`src/rtl/core/assert_macros.svh`:
```
// Assertion macros shared by the RTL of the sliding window maximum block.
// No dependencies; include by bare file name.
`ifndef ASSERT_MACROS_SVH
`define ASSERT_MACROS_SVH

// Property must hold at every rising clock edge outside reset.
`define AST_HOLDS(lbl, clk, rstn, prop) \
  lbl: assert property (@(posedge clk) disable iff (!rstn) (prop)) \
    else $error("assertion failed");

// Condition must never be seen at a rising clock edge outside reset.
`define AST_NEVER(lbl, clk, rstn, cond) \
  lbl: assert property (@(posedge clk) disable iff (!rstn) !(cond)) \
    else $error("forbidden condition seen");

`endif

```
`src/rtl/core/swm_pkg.sv`:
```
// Package for the sliding window maximum block: sizes, sequencer states.
// No dependencies.
`default_nettype none

package swm_pkg;

  localparam int WinMax  = 64;                  // largest window
  localparam int SampleW = 32;                  // sample width
  localparam int CfgW    = 7;                   // window_size register width
  localparam int PtrW    = $clog2(WinMax);      // ring pointer
  localparam int PosW    = $clog2(2 * WinMax);  // positions wrap mod 2*WinMax
  localparam int CntW    = $clog2(WinMax + 1);  // occupancy, seen count
  localparam int EntryW  = PosW + SampleW;      // {position, value}
  localparam logic [CfgW-1:0] WinReset = CfgW'(3);

  typedef enum logic [2:0] {
    ST_IDLE,
    ST_FRONT_RD,
    ST_FRONT_CHK,
    ST_BACK_RD,
    ST_BACK_CHK,
    ST_PUSH
  } state_e;

endpackage

`default_nettype wire

```
`src/rtl/core/swm_ram.sv`:
```
// Generic simple dual-port RAM: one write port, one read port, registered read.
// No dependencies.
`default_nettype none

module swm_ram #(
  parameter int Width = 8,
  parameter int Depth = 16
) (
  input  wire logic                     clk_i,
  input  wire logic                     we_i,
  input  wire logic [$clog2(Depth)-1:0] waddr_i,
  input  wire logic [Width-1:0]         wdata_i,
  input  wire logic [$clog2(Depth)-1:0] raddr_i,
  output      logic [Width-1:0]         rdata_o
);

  logic [Width-1:0] mem_q [Depth];

  always_ff @(posedge clk_i) begin
    if (we_i) begin
      mem_q[waddr_i] <= wdata_i;
    end
    rdata_o <= mem_q[raddr_i];
  end

endmodule

`default_nettype wire

```
`src/rtl/core/sliding_window_maximum_top.sv`:
```
// Sliding window maximum top level: monotonic deque in a RAM, walked by a sequencer.
// Depends on swm_pkg, swm_ram and assert_macros.svh.
//
// Channel   Dir  Signals                          Contents
// s_axis    in   tvalid tready tdata[31:0] tuser  sample; tuser[0] = first of sequence
// m_axis    out  tvalid tready tdata[31:0]        window_max
// cfg       in   cfg_we_i cfg_wdata_i[6:0]        window_size
//
// One transaction at a time. Steps per item: accept, front phase, back phase, push.
// Each phase issues a read and then checks the entry, for each entry examined, plus a
// final read when it ends on an empty deque; an item on an empty deque only accepts,
// reads front, reads back and pushes. The single read port of the deque RAM sets this
// pace. No clearing pass after reset: pointers and counts reset, RAM contents are only
// read after being written in the same sequence.
// A push that emits a result waits while a previous result is still held, untaken, in the output register.
`default_nettype none
`include "assert_macros.svh"

module sliding_window_maximum_top (
  input  wire logic                        clk_i,
  input  wire logic                        rst_ni,
  // input samples
  input  wire logic                        s_axis_tvalid,
  output      logic                        s_axis_tready,
  input  wire logic [swm_pkg::SampleW-1:0] s_axis_tdata,  // [31:0] sample
  input  wire logic [0:0]                  s_axis_tuser,  // [0] first
  // results
  output      logic                        m_axis_tvalid,
  input  wire logic                        m_axis_tready,
  output      logic [swm_pkg::SampleW-1:0] m_axis_tdata,  // [31:0] window_max
  // configuration
  input  wire logic                        cfg_we_i,
  input  wire logic [swm_pkg::CfgW-1:0]    cfg_wdata_i
);

  swm_pkg::state_e state_q, state_d;

  logic [swm_pkg::SampleW-1:0] sample_q, sample_d;
  logic [swm_pkg::SampleW-1:0] front_q, front_d;   // head value seen in front phase
  logic [swm_pkg::PtrW-1:0]    head_q, head_d;
  logic [swm_pkg::PtrW-1:0]    tail_q, tail_d;
  logic [swm_pkg::CntW-1:0]    occ_q, occ_d;
  logic [swm_pkg::PosW-1:0]    pos_q, pos_d;
  logic [swm_pkg::CntW-1:0]    seen_q, seen_d;
  logic [swm_pkg::CfgW-1:0]    win_q;
  logic                        out_valid_q, out_valid_d;
  logic [swm_pkg::SampleW-1:0] out_data_q, out_data_d;

  // deque RAM port signals
  logic                        ram_we;
  logic [swm_pkg::PtrW-1:0]    ram_raddr;
  logic [swm_pkg::EntryW-1:0]  ram_rdata;
  logic [swm_pkg::SampleW-1:0] rd_val;
  logic [swm_pkg::PosW-1:0]    rd_pos;

  logic [swm_pkg::CfgW-1:0]    win_eff;
  logic [swm_pkg::PosW-1:0]    age;
  logic [swm_pkg::CntW-1:0]    seen_inc;
  logic                        emit;
  logic                        s_accept;

  assign rd_val   = ram_rdata[swm_pkg::SampleW-1:0];
  assign rd_pos   = ram_rdata[swm_pkg::EntryW-1:swm_pkg::SampleW];
  assign s_accept = s_axis_tvalid && s_axis_tready;

  // Window size zero acts as one, oversize saturates.
  always_comb begin
    if (win_q == '0) begin
      win_eff = swm_pkg::CfgW'(1);
    end else if (win_q > swm_pkg::CfgW'(swm_pkg::WinMax)) begin
      win_eff = swm_pkg::CfgW'(swm_pkg::WinMax);
    end else begin
      win_eff = win_q;
    end
  end

  assign age      = pos_q - rd_pos;  // wraps mod 2*WinMax
  assign seen_inc = (seen_q < swm_pkg::CntW'(swm_pkg::WinMax)) ?
                    seen_q + swm_pkg::CntW'(1) : seen_q;
  assign emit     = seen_inc >= swm_pkg::CntW'(win_eff);

  swm_ram #(
    .Width (swm_pkg::EntryW),
    .Depth (swm_pkg::WinMax)
  ) u_deque (
    .clk_i   (clk_i),
    .we_i    (ram_we),
    .waddr_i (tail_q),
    .wdata_i ({pos_q, sample_q}),
    .raddr_i (ram_raddr),
    .rdata_o (ram_rdata)
  );

  always_comb begin
    state_d     = state_q;
    sample_d    = sample_q;
    front_d     = front_q;
    head_d      = head_q;
    tail_d      = tail_q;
    occ_d       = occ_q;
    pos_d       = pos_q;
    seen_d      = seen_q;
    out_valid_d = out_valid_q;
    out_data_d  = out_data_q;
    ram_we      = 1'b0;
    ram_raddr   = head_q;

    s_axis_tready = (state_q == swm_pkg::ST_IDLE);

    if (out_valid_q && m_axis_tready) begin
      out_valid_d = 1'b0;
    end

    case (state_q)
      swm_pkg::ST_IDLE: begin
        if (s_accept) begin
          sample_d = s_axis_tdata;
          if (s_axis_tuser[0]) begin
            head_d = '0;
            tail_d = '0;
            occ_d  = '0;
            pos_d  = '0;
            seen_d = '0;
          end
          state_d = swm_pkg::ST_FRONT_RD;
        end
      end
      swm_pkg::ST_FRONT_RD: begin
        ram_raddr = head_q;
        state_d   = (occ_q == '0) ? swm_pkg::ST_BACK_RD : swm_pkg::ST_FRONT_CHK;
      end
      swm_pkg::ST_FRONT_CHK: begin
        // stale head leaves; otherwise remember it as the window front
        if (age >= swm_pkg::PosW'(win_eff)) begin
          head_d  = head_q + swm_pkg::PtrW'(1);
          occ_d   = occ_q - swm_pkg::CntW'(1);
          state_d = swm_pkg::ST_FRONT_RD;
        end else begin
          front_d = rd_val;
          state_d = swm_pkg::ST_BACK_RD;
        end
      end
      swm_pkg::ST_BACK_RD: begin
        ram_raddr = tail_q - swm_pkg::PtrW'(1);
        state_d   = (occ_q == '0) ? swm_pkg::ST_PUSH : swm_pkg::ST_BACK_CHK;
      end
      swm_pkg::ST_BACK_CHK: begin
        // strictly smaller entries go, equal ones stay
        if ($signed(rd_val) < $signed(sample_q)) begin
          tail_d  = tail_q - swm_pkg::PtrW'(1);
          occ_d   = occ_q - swm_pkg::CntW'(1);
          state_d = swm_pkg::ST_BACK_RD;
        end else begin
          state_d = swm_pkg::ST_PUSH;
        end
      end
      swm_pkg::ST_PUSH: begin
        // deque never full here: stale entries were dropped above
        if (!(emit && out_valid_q && !m_axis_tready)) begin
          ram_we = 1'b1;
          tail_d = tail_q + swm_pkg::PtrW'(1);
          occ_d  = occ_q + swm_pkg::CntW'(1);
          pos_d  = pos_q + swm_pkg::PosW'(1);
          seen_d = seen_inc;
          if (emit) begin
            out_valid_d = 1'b1;
            out_data_d  = (occ_q == '0) ? sample_q : front_q;
          end
          state_d = swm_pkg::ST_IDLE;
        end
      end
      default: begin
        state_d = swm_pkg::ST_IDLE;
      end
    endcase
  end

  always_ff @(posedge clk_i or negedge rst_ni) begin
    if (!rst_ni) begin
      state_q     <= swm_pkg::ST_IDLE;
      head_q      <= '0;
      tail_q      <= '0;
      occ_q       <= '0;
      pos_q       <= '0;
      seen_q      <= '0;
      win_q       <= swm_pkg::WinReset;
      out_valid_q <= 1'b0;
    end else begin
      state_q     <= state_d;
      head_q      <= head_d;
      tail_q      <= tail_d;
      occ_q       <= occ_d;
      pos_q       <= pos_d;
      seen_q      <= seen_d;
      out_valid_q <= out_valid_d;
      if (cfg_we_i) begin
        win_q <= cfg_wdata_i;
      end
    end
  end

  always_ff @(posedge clk_i) begin
    sample_q   <= sample_d;
    front_q    <= front_d;
    out_data_q <= out_data_d;
  end

  assign m_axis_tvalid = out_valid_q;
  assign m_axis_tdata  = out_data_q;

  // occupancy matches the ring pointers and never exceeds the ring
  `AST_HOLDS(a_occ_ptrs, clk_i, rst_ni,
             occ_q[swm_pkg::PtrW-1:0] == swm_pkg::PtrW'(tail_q - head_q))
  `AST_NEVER(a_occ_max, clk_i, rst_ni, occ_q > swm_pkg::CntW'(swm_pkg::WinMax))
  // a first-of-sequence transaction starts from an empty deque at position zero
  `AST_HOLDS(a_first_clears, clk_i, rst_ni,
             (s_accept && s_axis_tuser[0]) |=> (occ_q == '0 && pos_q == '0))
  // a result is only loaded from the push step
  `AST_HOLDS(a_load_on_push, clk_i, rst_ni,
             $rose(out_valid_q) |-> ($past(state_q) == swm_pkg::ST_PUSH))

endmodule

`default_nettype wire
```
`config.mk`:
```
export PLATFORM = sky130hd
export DESIGN_NAME = sliding_window_maximum_top
export DESIGN_NICKNAME = d
export VERILOG_FILES = /design/src/rtl/core/swm_pkg.sv /design/src/rtl/core/swm_ram.sv /design/src/rtl/core/sliding_window_maximum_top.sv
export VERILOG_INCLUDE_DIRS = /design/src /design/src/rtl/core
export SDC_FILE = /design/constraint.sdc
export NUM_CORES = 2
export LEC_CHECK = 0
export ABC_AREA = 1
export BUFFER_PORTS_ARGS = -buffer_cell sky130_fd_sc_hd__buf_2
export CORE_MARGIN = 1
export CORE_UTILIZATION = 63
export DETAILED_ROUTE_END_ITERATION = 10
export PLACE_DENSITY = 0.75
export SYNTH_ARGS = -nofsm -noshare
export SYNTH_HDL_FRONTEND = slang
export SYNTH_SLANG_ARGS = --single-unit
```
`constraint.sdc`:
```
create_clock -name clk_i -period 5.5 [get_ports clk_i]
set_input_delay 1.65 -clock clk_i [delete_from_list [all_inputs] [get_ports clk_i]]
set_output_delay 1.65 -clock clk_i [all_outputs]
set_load 0.05 [all_outputs]
```
==> flow_summary.toml <==
[power]
irDropWorstVdd_mv = 0.736
internal_power_mw = 40.9
share_of_total_power_consumed_by_net_switching = 0.411
leakage_nw = 43.3
p_clk_frac = 0.253
report.power.total_mw = 69.5
power.sequential.fraction = 0.346
p_comb_frac = 0.401
power-per-cell-area_nw_per_um2 = 579
net-switching-power_mw = 28.6

[timing]
setup_tns_ps = 0
rsz_0062_raised_after_global_routing = "false"
worst_slew_pin_slew_ps = 1210
timing.final.setup_violations = 0
final_min_period_over_clock_period = 0.798
hold_violations = 0
finalCriticalPeriod_ps = 4390
slew_headroom = 0.192
finalWorstSetupSlack_ps = 1110
timing.clock.skew_ps = 44.8
hold-worst-slack_ps = 433
slew_viol_final = 0
max_freq_ghz = 0.228

[global_routing]
grt_start_max_net_pins = 193
antenna_found_initial = 18
grt_first_pass_wirelength_um = 438000
grt_pass1_vias = 70000
grt_overflow_total = 0
groute.usage.overall = 0.343

[setup_path]
worst_ep_arrival_time_ps = 4980
rr_worst_depth = 18
critical_path.endpoint_type = "flop"
crit_path_cell_trace = "ha_1 -> nand2_1 -> nor2_1 -> nand2_1 -> xor2_1 -> inv_1 -> ha_1 -> a21oi_1 -> nand2_1 -> nand2_1 -> nand2_1 -> nand2_1 -> nand2_1 -> a21oi_4 -> nand4_1 -> buf_4 -> nor2_4 -> buf_4"
worst_ep_required_time_ps = 6090
worstPathMaxFanout = 18
slowest_delay_ps = 500
timing.critical_path.from_type = "flop"
critical_path_class = "flop to flop"
timing.critical_path.slowest_stage_cell = "sky130_fd_sc_hd__nand4_1"
path_common_cell = "sky130_fd_sc_hd__nand2_1"

[place]
i_o_buffers = 78
dp_worst_setup_slack_ps = 1200
finalWeightedCongestion = 0.920
placed_area_um2 = 112000
detailed_place_hpwl_um = 169000

[floorplanning]
num_rows = 151
design.portCount = 79
die_outline_area_um2 = 173000
placeable_core_region_um2 = 170000
die_height_um = 416
die_x_um = 416
start_util = 0.637

[cts]
post_cts_hold_buffer_count = 0
cts_resized = 0
htreeDepth = 5
cts.path.max_buffers = 4
tritoncts_buffer_count = 282
cts.sink_count = 2675
clk-insertion-delay-late_ps = 930
cts_tree = "done"
path_clk_slew_ps = 60
post-cts-setup-buffers = 0
root_buffer = "sky130_fd_sc_hd__clkbuf_16"

[logic_synthesis]
postSynthRegisterBits = 2675
synth_warnings = 0
synthesis.nets = 9142
number_of_synthesized_flops_with_an_enable_pin = 2592
synth_area_um2 = 108000
netlist.area_leader.share = 0.720
synth_area_leaders = "sky130_fd_sc_hd__edfxtp_1 72%, sky130_fd_sc_hd__nand2_1 10%, sky130_fd_sc_hd__nand3_1 8.2%"
leading_area_contributor_after_synthesis = "sky130_fd_sc_hd__edfxtp_1"
distinct_cells_synth = 45
synth_top_flop_cell = "sky130_fd_sc_hd__edfxtp_1"
cell_count_after_synthesis = 9036
async_reset_ff_frac = 0.0164
seq_area_frac_synth = 0.737
synthesis.area_per_instance_um2 = 12.0

[detailed_routing]
routed_wirelength_um = 299000
detailedRoute.firstIterationViolations = 10900
detail-route-antenna-nets = 0
routed_via_density = 6.35
routed_wire_length_per_instance_um = 26.0
post-route-drc-count = 0
drt_pre_antenna_iters = 6
vias = 73000

[final_layout]
finalInstanceArea_um2 = 120000
area.growth.synth_to_final_pct = 11.0
fin_nets = 9188
area.sequential_um2 = 79700
multi_input_area_um2 = 25800
filler_cell_count = 11200
final_layout_size_suffix_gt1_frac = 0.0854

[worst_hold_path]
hold_path_class = "flop to flop"
worstHoldPathCells = 0

[outcome]
status = "completed"

[job]
maxCapViolCount = 0
-- stage by stage --
| step | util | cells |
|---|---|---|
| after floorplan | - | 9036 |
| after global placement | 0.657 | 11000 |
| after global routing | 0.707 | 11500 |
| final | 0.707 | 11500 |
| after detailed placement | 0.657 | 11000 |
| after CTS | 0.707 | 11500 |
-- Yosys cell counts (2+ instances only) --
library cell                  n
sky130_fd_sc_hd__a21o_1       2
sky130_fd_sc_hd__a21oi_1     67
sky130_fd_sc_hd__buf_1       14
sky130_fd_sc_hd__buf_2      405
sky130_fd_sc_hd__buf_4       20
sky130_fd_sc_hd__buf_6        4
sky130_fd_sc_hd__clkbuf_1   115
sky130_fd_sc_hd__dfrtp_1     42
sky130_fd_sc_hd__dfstp_2      2
sky130_fd_sc_hd__dfxtp_1     39
sky130_fd_sc_hd__edfxtp_1  2592
sky130_fd_sc_hd__fa_1         2
sky130_fd_sc_hd__ha_1        59
sky130_fd_sc_hd__inv_1      111
sky130_fd_sc_hd__inv_2        7
sky130_fd_sc_hd__mux2_2       5
sky130_fd_sc_hd__nand2_1   2886
sky130_fd_sc_hd__nand2_2      3
sky130_fd_sc_hd__nand3_1   1770
sky130_fd_sc_hd__nand4_1      8
sky130_fd_sc_hd__nor2_1     385
sky130_fd_sc_hd__nor2_2       4
sky130_fd_sc_hd__nor3_1       3
sky130_fd_sc_hd__nor4_1       3
sky130_fd_sc_hd__o211ai_1    41
sky130_fd_sc_hd__o21a_1       2
sky130_fd_sc_hd__o21ai_0    214
sky130_fd_sc_hd__o21ai_1     72
sky130_fd_sc_hd__o21ai_2      2
sky130_fd_sc_hd__o21ai_4      2
sky130_fd_sc_hd__o22ai_1    116
sky130_fd_sc_hd__o32ai_1      2
sky130_fd_sc_hd__or2_2        7
sky130_fd_sc_hd__xnor2_1      3
sky130_fd_sc_hd__xor2_1      17
-- cells in the final DEF (no fill, tap or decap), drive strengths merged --
cell type	n
a21o	2
a21oi	68
and2	1
buf	321
bufinv	9
clkbuf	357
clkinv	104
clkinvlp	2
dfrtp	42
dfstp	2
dfxtp	39
diode	10
edfxtp	2592
fa	2
ha	59
inv	125
mux2	5
nand2	2889
nand3	1770
nand3b	1
nand4	8
nor2	390
nor3	4
nor4	3
o211ai	41
o21a	2
o21ai	290
o22ai	116
o31ai	1
o32ai	2
or2	8
or4	1
xnor2	3
xor2	17
-- final timing paths --
kind	from	endpoint	slack [ps]
hold / removal	u_deque.rdata_o[30]	front_q[30]	430
max in group asynchronous	rst_ni	pos_q[5]	3790
setup / recovery	seen_q[1]	u_deque.mem_q[36][6]	1110
setup reg to reg	seen_q[1]	u_deque.mem_q[36][6]	1110
hold reg to reg	u_deque.rdata_o[30]	front_q[30]	430
min in group asynchronous	rst_ni	win_q[4]	930
-- cell type report --
class | count | share of cell area
flip-flops and latches | 2675 | 0.664
multi-input cells | 5683 | 0.215
clock buffers | 357 | 0.0629
repair buffers | 321 | 0.0235
well taps | 2218 | 0.0231
clock inverters | 121 | 0.00674
inverters | 119 | 0.00392
diodes | 10 | 0.000208
-- power by group through the flow --
stage | clock network, mW | logic, mW | registers (mW)
after floorplan | 0 | 17.3 | 24.5
after global placement | 0 | 26.4 | 24.4
after detailed placement | 0 | 27.0 | 24.5
after CTS | 17.7 | 27.2 | 24.0
after global routing | 18.4 | 30.0 | 24.0
final | 17.6 | 27.9 | 24.1
-- cell families (layout without fill, tap and decap cells) --
group,Yosys count,after routing,share of synthesized area
flip-flops,2675,2675,0.737
multiplexers,5,5,0.000520
XOR/XNOR,20,20,0.00162
adder cells (fa/ha/maj),61,61,0.00719
other,0,10,0
AO/OA/AOI/OAI,522,522,0.0270
AND/OR/NAND/NOR,5075,5075,0.198
buffers and inverters,678,918,0.0292
-- state kept, by name, summed over array words and instances (netlist names) --
| signal | count |
|---|---|
| head_q | 6 |
| state_q | 3 |
| pos_q | 7 |
| front_q | 32 |
| tail_q | 6 |
| m_axis_tdata | 32 |
| m_axis_tvalid | 1 |
| u_deque.rdata_o | 39 |
| u_deque.mem_q | 2496 |
| win_q | 7 |
| occ_q | 7 |
| sample_q | 32 |
| seen_q | 7 |
-- worst max-delay path: cells and delay by family, from the launching register on --
kind,cells,cell delay (ps)
xor gates and xnor gates,1,160
DFF,1,400
adders and majority gates,2,510
and+or+nand+nor,10,1620
AOI/OAI and AO/OA,2,430
buffers and inverters,3,890
-- per-layer routing --
metal,GRT usage,part of all wire,vias up
met1,0.462,0.36,35400
met3,0.0838,0.12,789
li1,-,-,32100
met2,0.534,0.46,4765
met5,0,0.00041,-
met4,0.159,0.048,14
(Power assumes the default switching activity.)
